$ cat config.mk
export PLATFORM = sky130hd
export DESIGN_NAME = totp_hmac_sha1_code_engine
export DESIGN_NICKNAME = d
export VERILOG_FILES = /design/src/totp_pkg.sv /design/src/totp_hmac_sha1_code_engine.sv /design/src/totp_sha1_core.sv /design/src/totp_key_mem.sv
export SDC_FILE = /design/constraint.sdc
export NUM_CORES = 2
export LEC_CHECK = 0
export BUFFER_PORTS_ARGS = -buffer_cell sky130_fd_sc_hd__buf_2
export CAP_MARGIN = 25
export CORE_UTILIZATION = 54
export DETAILED_ROUTE_END_ITERATION = 16
export HOLD_SLACK_MARGIN = 0.1
export PLACE_DENSITY = 0.81
export SKIP_LAST_GASP = 1
export SLEW_MARGIN = 20
export SYNTH_ARGS = -nofsm -noshare
export SYNTH_HDL_FRONTEND = slang
export SYNTH_HIERARCHICAL = 1
export SYNTH_SLANG_ARGS = --single-unit
$ cat constraint.sdc
create_clock -name clk_i -period 38.9 [get_ports clk_i]
set_input_delay 3.89 -clock clk_i [delete_from_list [all_inputs] [get_ports clk_i]]
set_output_delay 3.89 -clock clk_i [all_outputs]
set_load 0.01 [all_outputs]
$ cat src/totp_pkg.sv
// ----------------------------------------------------------------------------
// TOTP engine package
// Shared opcodes, status codes, SHA-1 and TOTP constants and a helper function.
// ----------------------------------------------------------------------------
package totp_pkg;

  typedef enum logic [1:0] {
    OP_CLEAR    = 2'd0,
    OP_KEY_CHAR = 2'd1,
    OP_GENERATE = 2'd2,
    OP_VERIFY   = 2'd3
  } opcode_e;

  typedef enum logic [1:0] {
    ST_OK       = 2'd0,
    ST_EMPTY    = 2'd1,
    ST_OVERFLOW = 2'd2,
    ST_RSVD     = 2'd3
  } status_e;

  localparam logic [159:0] SHA1_IV =
    160'h67452301_EFCDAB89_98BADCFE_10325476_C3D2E1F0;
  localparam logic [19:0] CODE_MOD = 20'd1000000;
  localparam logic [63:0] STEP_SECONDS = 64'd30;

  // Reciprocal of 30 for a 21-bit dividend: quotient = (x * DIV30_MUL) >> DIV30_SHIFT.
  localparam logic [21:0] DIV30_MUL   = 22'd2236963;
  localparam int          DIV30_SHIFT = 26;
  // Reciprocal of 15625 for a 25-bit dividend; the code modulus is 64 * 15625.
  localparam logic [26:0] MOD_MUL     = 27'd70368745;
  localparam int          MOD_SHIFT   = 40;

  // Control from the sequencer to the SHA-1 round unit.
  typedef struct packed {
    logic        start;   // load chaining value into working registers
    logic        step;    // run one round with the given word
    logic        finish;  // add working registers into chaining value
    logic        init;    // reset chaining value to the IV
  } sha_ctl_t;

  // Decode one Base32 character; bit 5 set means the character is skipped.
  function automatic logic [5:0] b32_decode(input logic [7:0] ch);
    logic [7:0] u;
    u = ch;
    if (ch >= 8'h61 && ch <= 8'h7A) u = ch - 8'd32;
    if (u >= 8'h41 && u <= 8'h5A) return {1'b0, 5'(u - 8'h41)};
    if (u >= 8'h32 && u <= 8'h37) return {1'b0, 5'(u - 8'h32 + 8'd26)};
    return 6'b100000;
  endfunction

endpackage

$ cat src/totp_hmac_sha1_code_engine.sv
// ----------------------------------------------------------------------------
// TOTP HMAC-SHA1 code engine
// Loads a Base32 secret and produces or checks six-digit time-based codes.
// ----------------------------------------------------------------------------
// Clear and key-character transactions are handled as they are accepted
// and give no result. Generate and verify run HMAC-SHA1 as four 64-byte
// SHA-1 compressions on one shared round unit. Each compression has a
// start step, sixteen word loads (four key store reads plus a wait for
// the registered read data), 80 rounds and a finish step. Around them sit
// a setup step, division of the timestamp by 30 in four steps (16 bits per
// cycle by reciprocal multiplication), a truncation step, modulo in two
// steps by reciprocal multiplication and an output step; a verify runs
// this sequence for three windows. An empty or overflowed key answers on
// the cycle after acceptance. The block handles one transaction at a time;
// a result waits in an output register until taken, and no new transaction
// is accepted meanwhile. The key store needs no clearing after reset,
// because bytes at or past the key length are never used.
// ----------------------------------------------------------------------------
module totp_hmac_sha1_code_engine #(
  parameter int KEY_BYTES = 64
) (
  input  logic         clk_i,
  input  logic         rst_ni,
  input  logic         s_axis_tvalid_i,
  output logic         s_axis_tready_o,
  // tdata: opcode[1:0], key_char[9:2], timestamp[73:10],
  //        candidate_code[93:74], zero fill [95:94]
  input  logic [95:0]  s_axis_tdata_i,
  output logic         m_axis_tvalid_o,
  input  logic         m_axis_tready_i,
  // tdata: code[19:0], status[21:20], match[22], zero fill [23]
  output logic [23:0]  m_axis_tdata_o
);

  localparam int AW = (KEY_BYTES > 1) ? $clog2(KEY_BYTES) : 1;
  localparam int MW = $clog2(KEY_BYTES) > 0 ? $clog2(KEY_BYTES) : 1;

  typedef enum logic [3:0] {
    S_IDLE, S_DIV, S_BLK_START, S_LOAD, S_ROUND, S_BLK_END,
    S_TRUNC, S_MOD, S_MOD_SUB, S_NEXT, S_OUT
  } state_e;

  // Input fields.
  logic [1:0]  in_op;
  logic [7:0]  in_char;
  logic [63:0] in_ts;
  logic [19:0] in_cand;
  assign in_op   = s_axis_tdata_i[1:0];
  assign in_char = s_axis_tdata_i[9:2];
  assign in_ts   = s_axis_tdata_i[73:10];
  assign in_cand = s_axis_tdata_i[93:74];

  // Key state.
  logic [6:0]  key_len_q;
  logic [11:0] acc_q;
  logic [3:0]  pend_q;
  logic        ovf_q;

  state_e      state_q;
  logic [1:0]  op_q;
  logic [19:0] cand_q;
  logic [63:0] ts_q;
  logic [1:0]  win_q;        // verify window: 0 minus, 1 zero, 2 plus
  logic [63:0] quo_q;
  logic [4:0]  rem_q;
  logic [1:0]  div_cnt_q;
  logic [1:0]  blk_q;        // 0 inner key, 1 inner tail, 2 outer key, 3 outer tail
  logic [6:0]  rnd_q;
  logic [2:0]  ld_q;         // load cycle within a word
  logic [31:0] wacc_q;
  logic [159:0] inner_q;
  logic [30:0] bin_q;
  logic [11:0] modq_q;
  logic [19:0] mrem_q;
  logic [19:0] code_q;
  logic        match_q;
  logic [19:0] out_code_q;
  logic [1:0]  out_status_q;
  logic        out_match_q;
  logic        out_valid_q;

  totp_pkg::sha_ctl_t ctl;
  logic [159:0] digest;
  logic [31:0]  word;

  // Key store access.
  logic          kwe;
  logic [AW-1:0] kwaddr, kraddr;
  logic [7:0]    kwdata, krdata;
  logic [5:0]    dec;
  logic [11:0]   acc_next;
  logic [3:0]    pend_next;

  assign dec       = totp_pkg::b32_decode(in_char);
  assign acc_next  = {acc_q[6:0], dec[4:0]};
  assign pend_next = pend_q + 4'd5;
  assign kwe = s_axis_tvalid_i && s_axis_tready_o && in_op == totp_pkg::OP_KEY_CHAR
               && !dec[5] && pend_next >= 4'd8 && key_len_q < 7'(KEY_BYTES);
  assign kwaddr = AW'(key_len_q);
  assign kwdata = 8'(acc_next >> (pend_next - 4'd8));

  // Read address: word within a block, byte within the word. The data of
  // the previous cycle's address arrives now, so the message byte is built
  // from the registered index.
  logic [5:0] byte_idx;
  logic [5:0] prev_idx_q;
  assign byte_idx = {rnd_q[3:0], ld_q[1:0]};
  assign kraddr   = AW'(byte_idx);

  totp_key_mem #(.KeyBytes(1 << MW)) u_key_mem (
    .clk_i   (clk_i),
    .we_i    (kwe),
    .waddr_i (MW'(kwaddr)),
    .wdata_i (kwdata),
    .raddr_i (MW'(kraddr)),
    .rdata_o (krdata)
  );

  // Padded message byte for the registered byte index.
  logic [7:0]  key_byte, pad_byte, tail_byte, msg_byte;
  logic [63:0] ctr;
  logic [5:0]  ctr_sh;
  logic [7:0]  dig_sel;
  assign ctr = quo_q;
  assign ctr_sh = 6'(7 - prev_idx_q[2:0]) << 3;
  assign dig_sel = 8'(inner_q >> ((6'd19 - prev_idx_q) * 8));
  // Key bytes at or past key_length read as zero.
  assign key_byte = ({1'b0, prev_idx_q} < key_len_q) ? krdata : 8'h00;
  assign pad_byte = key_byte ^ ((blk_q == 2'd0) ? 8'h36 : 8'h5C);
  always_comb begin
    tail_byte = 8'h00;
    if (blk_q == 2'd1) begin
      if (prev_idx_q < 6'd8) tail_byte = 8'(ctr >> ctr_sh);
      else if (prev_idx_q == 6'd8) tail_byte = 8'h80;
      else if (prev_idx_q == 6'd62) tail_byte = 8'h02;
      else if (prev_idx_q == 6'd63) tail_byte = 8'h40;
    end else begin
      if (prev_idx_q < 6'd20) tail_byte = dig_sel;
      else if (prev_idx_q == 6'd20) tail_byte = 8'h80;
      else if (prev_idx_q == 6'd62) tail_byte = 8'h02;
      else if (prev_idx_q == 6'd63) tail_byte = 8'hA0;
    end
  end
  logic key_blk;
  assign key_blk  = (blk_q == 2'd0) || (blk_q == 2'd2);
  assign msg_byte = key_blk ? pad_byte : tail_byte;

  // Truncation byte select from the final digest.
  logic [3:0]  off;
  logic [31:0] trunc;
  assign off   = digest[3:0];
  assign trunc = 32'(digest >> (8'd128 - {off, 3'b000}));

  // Controls for the round unit.
  always_comb begin
    ctl = '0;
    ctl.init   = (state_q == S_BLK_START) && (blk_q == 2'd0 || blk_q == 2'd2);
    ctl.start  = (state_q == S_LOAD) && rnd_q == 7'd0 && ld_q == 3'd0 && !ctl.init;
    ctl.step   = (state_q == S_ROUND);
    ctl.finish = (state_q == S_BLK_END);
  end
  assign word = wacc_q;

  totp_sha1_core u_sha1 (
    .clk_i    (clk_i),
    .rst_ni   (rst_ni),
    .ctl_i    (ctl),
    .round_i  (rnd_q),
    .word_i   (word),
    .digest_o (digest)
  );

  assign s_axis_tready_o = (state_q == S_IDLE) && !out_valid_q;
  assign m_axis_tvalid_o = out_valid_q;
  assign m_axis_tdata_o  = {1'b0, out_match_q, out_status_q, out_code_q};

  // Division by 30, sixteen timestamp bits per step.
  logic [20:0] div_v;
  logic [42:0] div_prod;
  logic [15:0] div_qd;
  logic [4:0]  div_r;
  assign div_v    = {rem_q, ts_q[63:48]};
  assign div_prod = 43'(div_v) * 43'(totp_pkg::DIV30_MUL);
  assign div_qd   = div_prod[totp_pkg::DIV30_SHIFT +: 16];
  assign div_r    = 5'(div_v - 21'(div_qd) * 21'(totp_pkg::STEP_SECONDS));

  // Quotient by 1000000: drop the six low bits, then divide by 15625.
  logic [51:0] mod_prod;
  assign mod_prod = 52'(bin_q[30:6]) * 52'(totp_pkg::MOD_MUL);

  // Timestamp of the current window.
  logic [63:0] base_ts_q;
  logic [63:0] win_ts;
  always_comb begin
    unique case (win_q)
      2'd0:    win_ts = base_ts_q - totp_pkg::STEP_SECONDS;
      2'd2:    win_ts = base_ts_q + totp_pkg::STEP_SECONDS;
      default: win_ts = base_ts_q;
    endcase
  end

  // Sequencer, key state and output register.
  always_ff @(posedge clk_i or negedge rst_ni) begin
    if (!rst_ni) begin
      state_q <= S_IDLE;
      key_len_q <= '0; acc_q <= '0; pend_q <= '0; ovf_q <= 1'b0;
      out_valid_q <= 1'b0;
      op_q <= '0; cand_q <= '0; ts_q <= '0; base_ts_q <= '0; win_q <= '0;
      quo_q <= '0; rem_q <= '0; div_cnt_q <= '0; blk_q <= '0; rnd_q <= '0;
      ld_q <= '0; wacc_q <= '0; inner_q <= '0; bin_q <= '0;
      modq_q <= '0; mrem_q <= '0; code_q <= '0; match_q <= 1'b0;
      out_code_q <= '0; out_status_q <= '0; out_match_q <= 1'b0;
      prev_idx_q <= '0;
    end else begin
      if (m_axis_tvalid_o && m_axis_tready_i) out_valid_q <= 1'b0;
      prev_idx_q <= byte_idx;
      unique case (state_q)
        S_IDLE: begin
          if (s_axis_tvalid_i && s_axis_tready_o) begin
            op_q <= in_op; cand_q <= in_cand; base_ts_q <= in_ts;
            match_q <= 1'b0;
            unique case (totp_pkg::opcode_e'(in_op))
              totp_pkg::OP_CLEAR: begin
                key_len_q <= '0; acc_q <= '0; pend_q <= '0; ovf_q <= 1'b0;
              end
              totp_pkg::OP_KEY_CHAR: begin
                if (!dec[5]) begin
                  acc_q <= acc_next;
                  if (pend_next >= 4'd8) begin
                    pend_q <= pend_next - 4'd8;
                    if (key_len_q >= 7'(KEY_BYTES)) ovf_q <= 1'b1;
                    else key_len_q <= key_len_q + 7'd1;
                  end else begin
                    pend_q <= pend_next;
                  end
                end
              end
              default: begin
                if (ovf_q || key_len_q == '0) begin
                  out_code_q   <= '0;
                  out_status_q <= ovf_q ? totp_pkg::ST_OVERFLOW : totp_pkg::ST_EMPTY;
                  out_match_q  <= 1'b0;
                  out_valid_q  <= 1'b1;
                end else begin
                  win_q <= (in_op == totp_pkg::OP_VERIFY) ? 2'd0 : 2'd1;
                  state_q <= S_NEXT;
                end
              end
            endcase
          end
        end
        S_NEXT: begin
          ts_q <= win_ts; rem_q <= '0; div_cnt_q <= '0;
          state_q <= S_DIV;
        end
        S_DIV: begin
          // One 16-bit quotient digit per cycle, most significant first.
          ts_q <= {ts_q[47:0], 16'h0000};
          rem_q <= div_r;
          quo_q <= {quo_q[47:0], div_qd};
          div_cnt_q <= div_cnt_q + 2'd1;
          if (div_cnt_q == 2'd3) begin
            blk_q <= 2'd0; state_q <= S_BLK_START;
          end
        end
        S_BLK_START: begin
          rnd_q <= '0; ld_q <= '0;
          if (blk_q == 2'd2) inner_q <= digest;
          state_q <= S_LOAD;
        end
        S_LOAD: begin
          // Four reads, then a wait for the last byte to arrive.
          if (ld_q != 3'd0) wacc_q <= {wacc_q[23:0], msg_byte};
          if (ld_q == 3'd4) begin
            ld_q <= '0;
            state_q <= S_ROUND;
          end else begin
            ld_q <= ld_q + 3'd1;
          end
        end
        S_ROUND: begin
          rnd_q <= rnd_q + 7'd1;
          if (rnd_q == 7'd79) state_q <= S_BLK_END;
          else if (rnd_q < 7'd15) state_q <= S_LOAD;
        end
        S_BLK_END: begin
          blk_q <= blk_q + 2'd1;
          state_q <= (blk_q == 2'd3) ? S_TRUNC : S_BLK_START;
        end
        S_TRUNC: begin
          bin_q <= trunc[30:0];
          state_q <= S_MOD;
        end
        S_MOD: begin
          modq_q <= mod_prod[totp_pkg::MOD_SHIFT +: 12];
          state_q <= S_MOD_SUB;
        end
        S_MOD_SUB: begin
          mrem_q <= 20'(32'(bin_q) - 32'(modq_q) * 32'(totp_pkg::CODE_MOD));
          state_q <= S_OUT;
        end
        default: begin
          if (mrem_q == cand_q) match_q <= 1'b1;
          if (win_q == 2'd1) code_q <= mrem_q;
          if (op_q == totp_pkg::OP_VERIFY && win_q != 2'd2) begin
            win_q <= win_q + 2'd1;
            state_q <= S_NEXT;
          end else begin
            out_code_q   <= (win_q == 2'd1) ? mrem_q : code_q;
            out_status_q <= totp_pkg::ST_OK;
            out_match_q  <= (op_q == totp_pkg::OP_VERIFY) &&
                            (match_q || mrem_q == cand_q);
            out_valid_q  <= 1'b1;
            state_q      <= S_IDLE;
          end
        end
      endcase
    end
  end

endmodule

$ cat src/totp_sha1_core.sv
// ----------------------------------------------------------------------------
// TOTP SHA-1 round unit
// One SHA-1 round per stepped cycle, with a 16-word message schedule window.
// ----------------------------------------------------------------------------
module totp_sha1_core (
  input  logic              clk_i,
  input  logic              rst_ni,
  input  totp_pkg::sha_ctl_t ctl_i,
  input  logic [6:0]        round_i,
  input  logic [31:0]       word_i,     // message word for rounds 0 to 15
  output logic [159:0]      digest_o
);

  logic [159:0] h_q, h_d;
  logic [31:0]  a_q, b_q, c_q, d_q, e_q;
  logic [31:0]  w_q [16];
  logic [31:0]  w_cur, w_new, f, k, t;

  // Schedule word: supplied for the first sixteen rounds, then expanded.
  assign w_new = {w_q[13] ^ w_q[8] ^ w_q[2] ^ w_q[0]};
  assign w_cur = (round_i < 7'd16) ? word_i : {w_new[30:0], w_new[31]};

  // Round function.
  always_comb begin
    if (round_i < 7'd20) begin
      f = (b_q & c_q) | (~b_q & d_q); k = 32'h5A827999;
    end else if (round_i < 7'd40) begin
      f = b_q ^ c_q ^ d_q; k = 32'h6ED9EBA1;
    end else if (round_i < 7'd60) begin
      f = (b_q & c_q) | (b_q & d_q) | (c_q & d_q); k = 32'h8F1BBCDC;
    end else begin
      f = b_q ^ c_q ^ d_q; k = 32'hCA62C1D6;
    end
    t = {a_q[26:0], a_q[31:27]} + f + e_q + k + w_cur;
  end

  // Chaining value update.
  always_comb begin
    h_d = h_q;
    if (ctl_i.init) begin
      h_d = totp_pkg::SHA1_IV;
    end else if (ctl_i.finish) begin
      h_d = {h_q[159:128] + a_q, h_q[127:96] + b_q, h_q[95:64] + c_q,
             h_q[63:32] + d_q, h_q[31:0] + e_q};
    end
  end

  always_ff @(posedge clk_i or negedge rst_ni) begin
    if (!rst_ni) begin
      h_q <= totp_pkg::SHA1_IV;
    end else begin
      h_q <= h_d;
    end
  end

  // Working registers and schedule window.
  always_ff @(posedge clk_i) begin
    if (ctl_i.start) begin
      {a_q, b_q, c_q, d_q, e_q} <= h_q;
    end else if (ctl_i.step) begin
      e_q <= d_q;
      d_q <= c_q;
      c_q <= {b_q[1:0], b_q[31:2]};
      b_q <= a_q;
      a_q <= t;
      for (int i = 0; i < 15; i++) w_q[i] <= w_q[i+1];
      w_q[15] <= w_cur;
    end
  end

  assign digest_o = h_q;

endmodule

$ cat src/totp_key_mem.sv
// ----------------------------------------------------------------------------
// TOTP key store
// Byte memory for the secret, one write and one registered read port.
// ----------------------------------------------------------------------------
module totp_key_mem #(
  parameter int KeyBytes = 64
) (
  input  logic                        clk_i,
  input  logic                        we_i,
  input  logic [$clog2(KeyBytes)-1:0] waddr_i,
  input  logic [7:0]                  wdata_i,
  input  logic [$clog2(KeyBytes)-1:0] raddr_i,
  output logic [7:0]                  rdata_o
);

  logic [7:0] mem_q [KeyBytes];
  logic [7:0] rdata_q;

  // Synchronous write and read.
  always_ff @(posedge clk_i) begin
    if (we_i) begin
      mem_q[waddr_i] <= wdata_i;
    end
    rdata_q <= mem_q[raddr_i];
  end

  assign rdata_o = rdata_q;

endmodule
==> results.sh <==
export IMPL_rows=166
export IMPL_max_slew_margin=0.253
export IMPL_min_delay_worst_endpoint="prev_idx_q[5]$_DFF_PN0_"
export IMPL_clock_path_buffers=3
export IMPL_multi_input_comb_area_um2=53700
export IMPL_ys_types=108
export IMPL_drtAntennaViolNets=0
export IMPL_finalSetupTns_ns=0
export IMPL_root_buffer="clkbuf_16"
export IMPL_drive_gt1_frac=0.139
export IMPL_drv_cap=0
export IMPL_crit_required_ns=39.37
export IMPL_rr_worst_depth=24
export IMPL_cts_tree="done"
export IMPL_cts_resized=0
export IMPL_switchingPower_w=0.000865
export IMPL_antenna_found_initial=15
export IMPL_combPwrFrac=0.006
export IMPL_hold_viol=0
export IMPL_cts_hold_buf=0
export IMPL_drt_pass1_iter_count=6
export IMPL_avgSynthCellArea_um2=12.0
export IMPL_cts_inserted_buffers=194
export IMPL_synth_enable_flop_cells=1184
export IMPL_arrival_ns=8.38
export IMPL_ir_drop_uv=47.7
export IMPL_p_int_w=0.00324
export IMPL_status="complete, no violations"
export IMPL_seq_area_frac_synth=0.481
export IMPL_cpLargestDelayFamily="simple AND/OR/NAND/NOR gates"
export IMPL_setup_viol=0
export IMPL_hold_path_startpoint="rnd_q[3]$_DFFE_PN0P_"
export IMPL_crit_type="input pin to flip-flop"
export IMPL_fin_crit_ns=7.91
export IMPL_r2r_end="u_sha1/a_q[26]$_DFFE_PP_"
export IMPL_startpoint_type="input pin"
export IMPL_route_vias_total=76700
export IMPL_grt_use_total=0.286
export IMPL_path_buf_inv=2
export IMPL_syn_num_nets=10600
export IMPL_die_h_um=457
export IMPL_io_pins=126
export IMPL_grt_max_degree=163
export IMPL_async_flop_share=0.378
export IMPL_syn_inst=9310
export IMPL_fin_ws_ns=30.99
export IMPL_whs_path_depth=0
export IMPL_p_per_area_nw_per_um2=33.5
export IMPL_max_stage_delay_ns=0.89
export IMPL_crit_slowest_cell="nor2_1"
export IMPL_synth_area_um2=112000
export IMPL_cts_setup_buffers=0
export IMPL_grt_pass1_wl_um=459000
export IMPL_numClockSinks=1916
export IMPL_grt_pass1_vias=77100
export IMPL_gp_congestion=1.01
export IMPL_htreeDepth=4
export IMPL_synth_seq_cells=1916
export IMPL_initial_utilization=0.545
export IMPL_seq_power_share=0.523
export IMPL_placed_cells=11900
export IMPL_die_area_um2=209000
export IMPL_crit_path_end_kind="flip-flop"
export IMPL_pwr_share_clk=0.471
export IMPL_nets=10700
export IMPL_crit_fanout=8
export IMPL_swShare=0.211
export IMPL_dp_hpwl_um=213000
export IMPL_yosysWarnings=6
export IMPL_portBuffers=122
export IMPL_postRouteWirelength_um=300000
export IMPL_regArea_um2=54000
export IMPL_vias_per_cell=6.27
export IMPL_path_cells="buf_2 -> inv_1 -> ha_1 -> or3b_4 -> or3_4 -> a41o_1 -> a211oi_4 -> o21ai_2 -> or3_1 -> nor3_2 -> nand3_1 -> nor2_1"
export IMPL_syn2layout_area_growth_pct=9.25
export IMPL_fin_cells=12200
export IMPL_ff2ff_setup_slack_ns=31.17
export IMPL_synthFlopType="edfxtp_1"
export IMPL_dieWidth_um=457
export IMPL_reg2reg_from="rnd_q[3]$_DFFE_PN0P_"
export IMPL_grt_overflow=0
export IMPL_dp_slack_ns=29.85
export IMPL_finClkSkew_ns=0.0548
export IMPL_core_um2=205000
export IMPL_wl_per_cell_um=24.5
export IMPL_power_leakage_nw=51.7
export IMPL_slew_violations=0
export IMPL_tightest_slew_ns=1.10
export IMPL_clkLatencyLatePin_ns=0.88
export IMPL_route_detailed_drc=0
export IMPL_n_fill_cell=15600
export IMPL_rsz0062_at_grt="false"
export IMPL_clk_pin_slew_ns=0.06
export IMPL_hold_path_class="flip-flop to flip-flop"
export IMPL_drtIter0Drc=9087
export IMPL_fin_crit_sh=0.203
export IMPL_fmax_mhz=126
-- cells in the mapped netlist, drive strengths merged (239+ instances only) --
| master | n | share of area |
|---|---|---|
| inv | 810 | 0.027 |
| a21oi | 445 | 0.020 |
| mux2i | 239 | 0.021 |
| ha | 753 | 0.084 |
| xnor2 | 272 | 0.021 |
| clkbuf | 289 | 0.0097 |
| mux2 | 333 | 0.033 |
| edfxtp | 1184 | 0.32 |
| nand2 | 1015 | 0.034 |
| dfrtp | 644 | 0.14 |
| mux4 | 250 | 0.050 |
| o21ai | 445 | 0.020 |
| nor2 | 475 | 0.016 |
| fa | 431 | 0.077 |
-- placed cells by master (no fill, tap or decap), types with 37 or more instances in the layout --
| master | count |
|---|---|
| edfxtp_1 | 1184 |
| nand2_1 | 1011 |
| inv_1 | 803 |
| ha_1 | 752 |
| dfrtp_1 | 637 |
| nor2_1 | 470 |
| a21oi_1 | 443 |
| o21ai_0 | 436 |
| fa_1 | 431 |
| mux2_2 | 333 |
| xnor2_1 | 270 |
| mux4_2 | 250 |
| mux2i_1 | 239 |
| clkbuf_16 | 195 |
| a21o_1 | 141 |
| nand3_1 | 123 |
| buf_2 | 121 |
| buf_4 | 98 |
| xor2_1 | 87 |
| nor3_1 | 87 |
| o21a_1 | 86 |
| dfstp_2 | 80 |
| a211oi_1 | 67 |
| o31ai_1 | 59 |
| or3_1 | 58 |
| a31oi_1 | 57 |
| o22ai_1 | 54 |
| o21bai_1 | 50 |
| clkbuf_1 | 49 |
| o211ai_1 | 48 |
| nand4_1 | 48 |
| nor2b_1 | 47 |
| and3_1 | 45 |
| a22oi_1 | 39 |
| nand2b_1 | 37 |
-- area by class of cell --
type,count,share of cell area
diodes,10,0.000204
clock buffers,267,0.0440
clock inverters,99,0.0103
inverters,814,0.0250
multi-input cells,6209,0.439
flip-flops and latches,1916,0.441
well taps,2688,0.0275
repair buffers,233,0.0132
-- routing by layer --
layer  part of all wire  global-route usage
met2               0.44               0.434
met5           0.000037            0.000689
met3              0.099              0.0590
met4              0.061               0.153
met1               0.40               0.388
-- registers in the layout, indices dropped and copies added (netlist names), 12 cells and up --
name             cells
u_sha1/digest_o    160
ts_q                64
u_sha1/b_q          32
ctr                 64
u_sha1/d_q          32
out_code_q          20
mrem_q              20
base_ts_q           64
u_sha1/e_q          32
code_q              20
inner_q            160
u_sha1/c_q          32
cand_q              20
u_key_mem/mem_q    512
bin_q               31
modq_q              12
u_sha1/a_q          32
u_sha1/w_q         512
wacc_q              32
-- kinds of logic after synthesis --
| group | after synthesis | synth area share |
|---|---|---|
| mux | 822 | 0.105 |
| xor+xnor | 362 | 0.0283 |
| fa+ha+maj | 1185 | 0.161 |
| flops | 1916 | 0.481 |
| simple gates | 2086 | 0.0824 |
| compound gates | 1753 | 0.101 |
| other cells | 1 | 0.0000335 |
| buf+inv | 1185 | 0.0410 |
-- power groups by stage --
stage / registers [W] / logic [W] / clock network [W]
floorplan: 0.00218 / 0.00000310 / 0
global placement: 0.00218 / 0.0000254 / 0
CTS: 0.00214 / 0.0000265 / 0.00196
finish: 0.00214 / 0.0000266 / 0.00193
global route: 0.00214 / 0.0000305 / 0.00203
detailed placement: 0.00218 / 0.0000263 / 0
-- metrics by stage --
step	hold slack (ns)	total power, W	cell area (um^2)	util
after floorplan	0.400	0.00219	112000	-
after global placement	0.360	0.00221	116000	0.562
after detailed placement	0.372	0.00221	116000	0.563
after CTS	0.386	0.00413	122000	0.595
after global routing	0.393	0.00420	122000	0.596
final	0.385	0.00410	122000	0.596
-- worst max-delay path by stage --
stage / end / slack [ns] / cells past startpoint / startpoint
after floorplan: u_sha1/w_q[0][0]$_DFFE_PP_ / 13.65 / 8 / state_q[2]$_DFFE_PN0P_
after global placement: u_key_mem/mem_q[25][0]$_DFFE_PP_ / 30.04 / 12 / s_axis_tdata_i[3]
after detailed placement: u_key_mem/mem_q[1][3]$_DFFE_PP_ / 29.85 / 12 / s_axis_tdata_i[3]
after CTS: u_key_mem/mem_q[58][7]$_DFFE_PP_ / 30.74 / 12 / s_axis_tdata_i[3]
after global routing: u_key_mem/mem_q[9][6]$_DFFE_PP_ / 30.84 / 12 / s_axis_tdata_i[3]
final: u_key_mem/mem_q[26][4]$_DFFE_PP_ / 30.99 / 12 / s_axis_tdata_i[3]
Power figures use the tool's default switching activity.
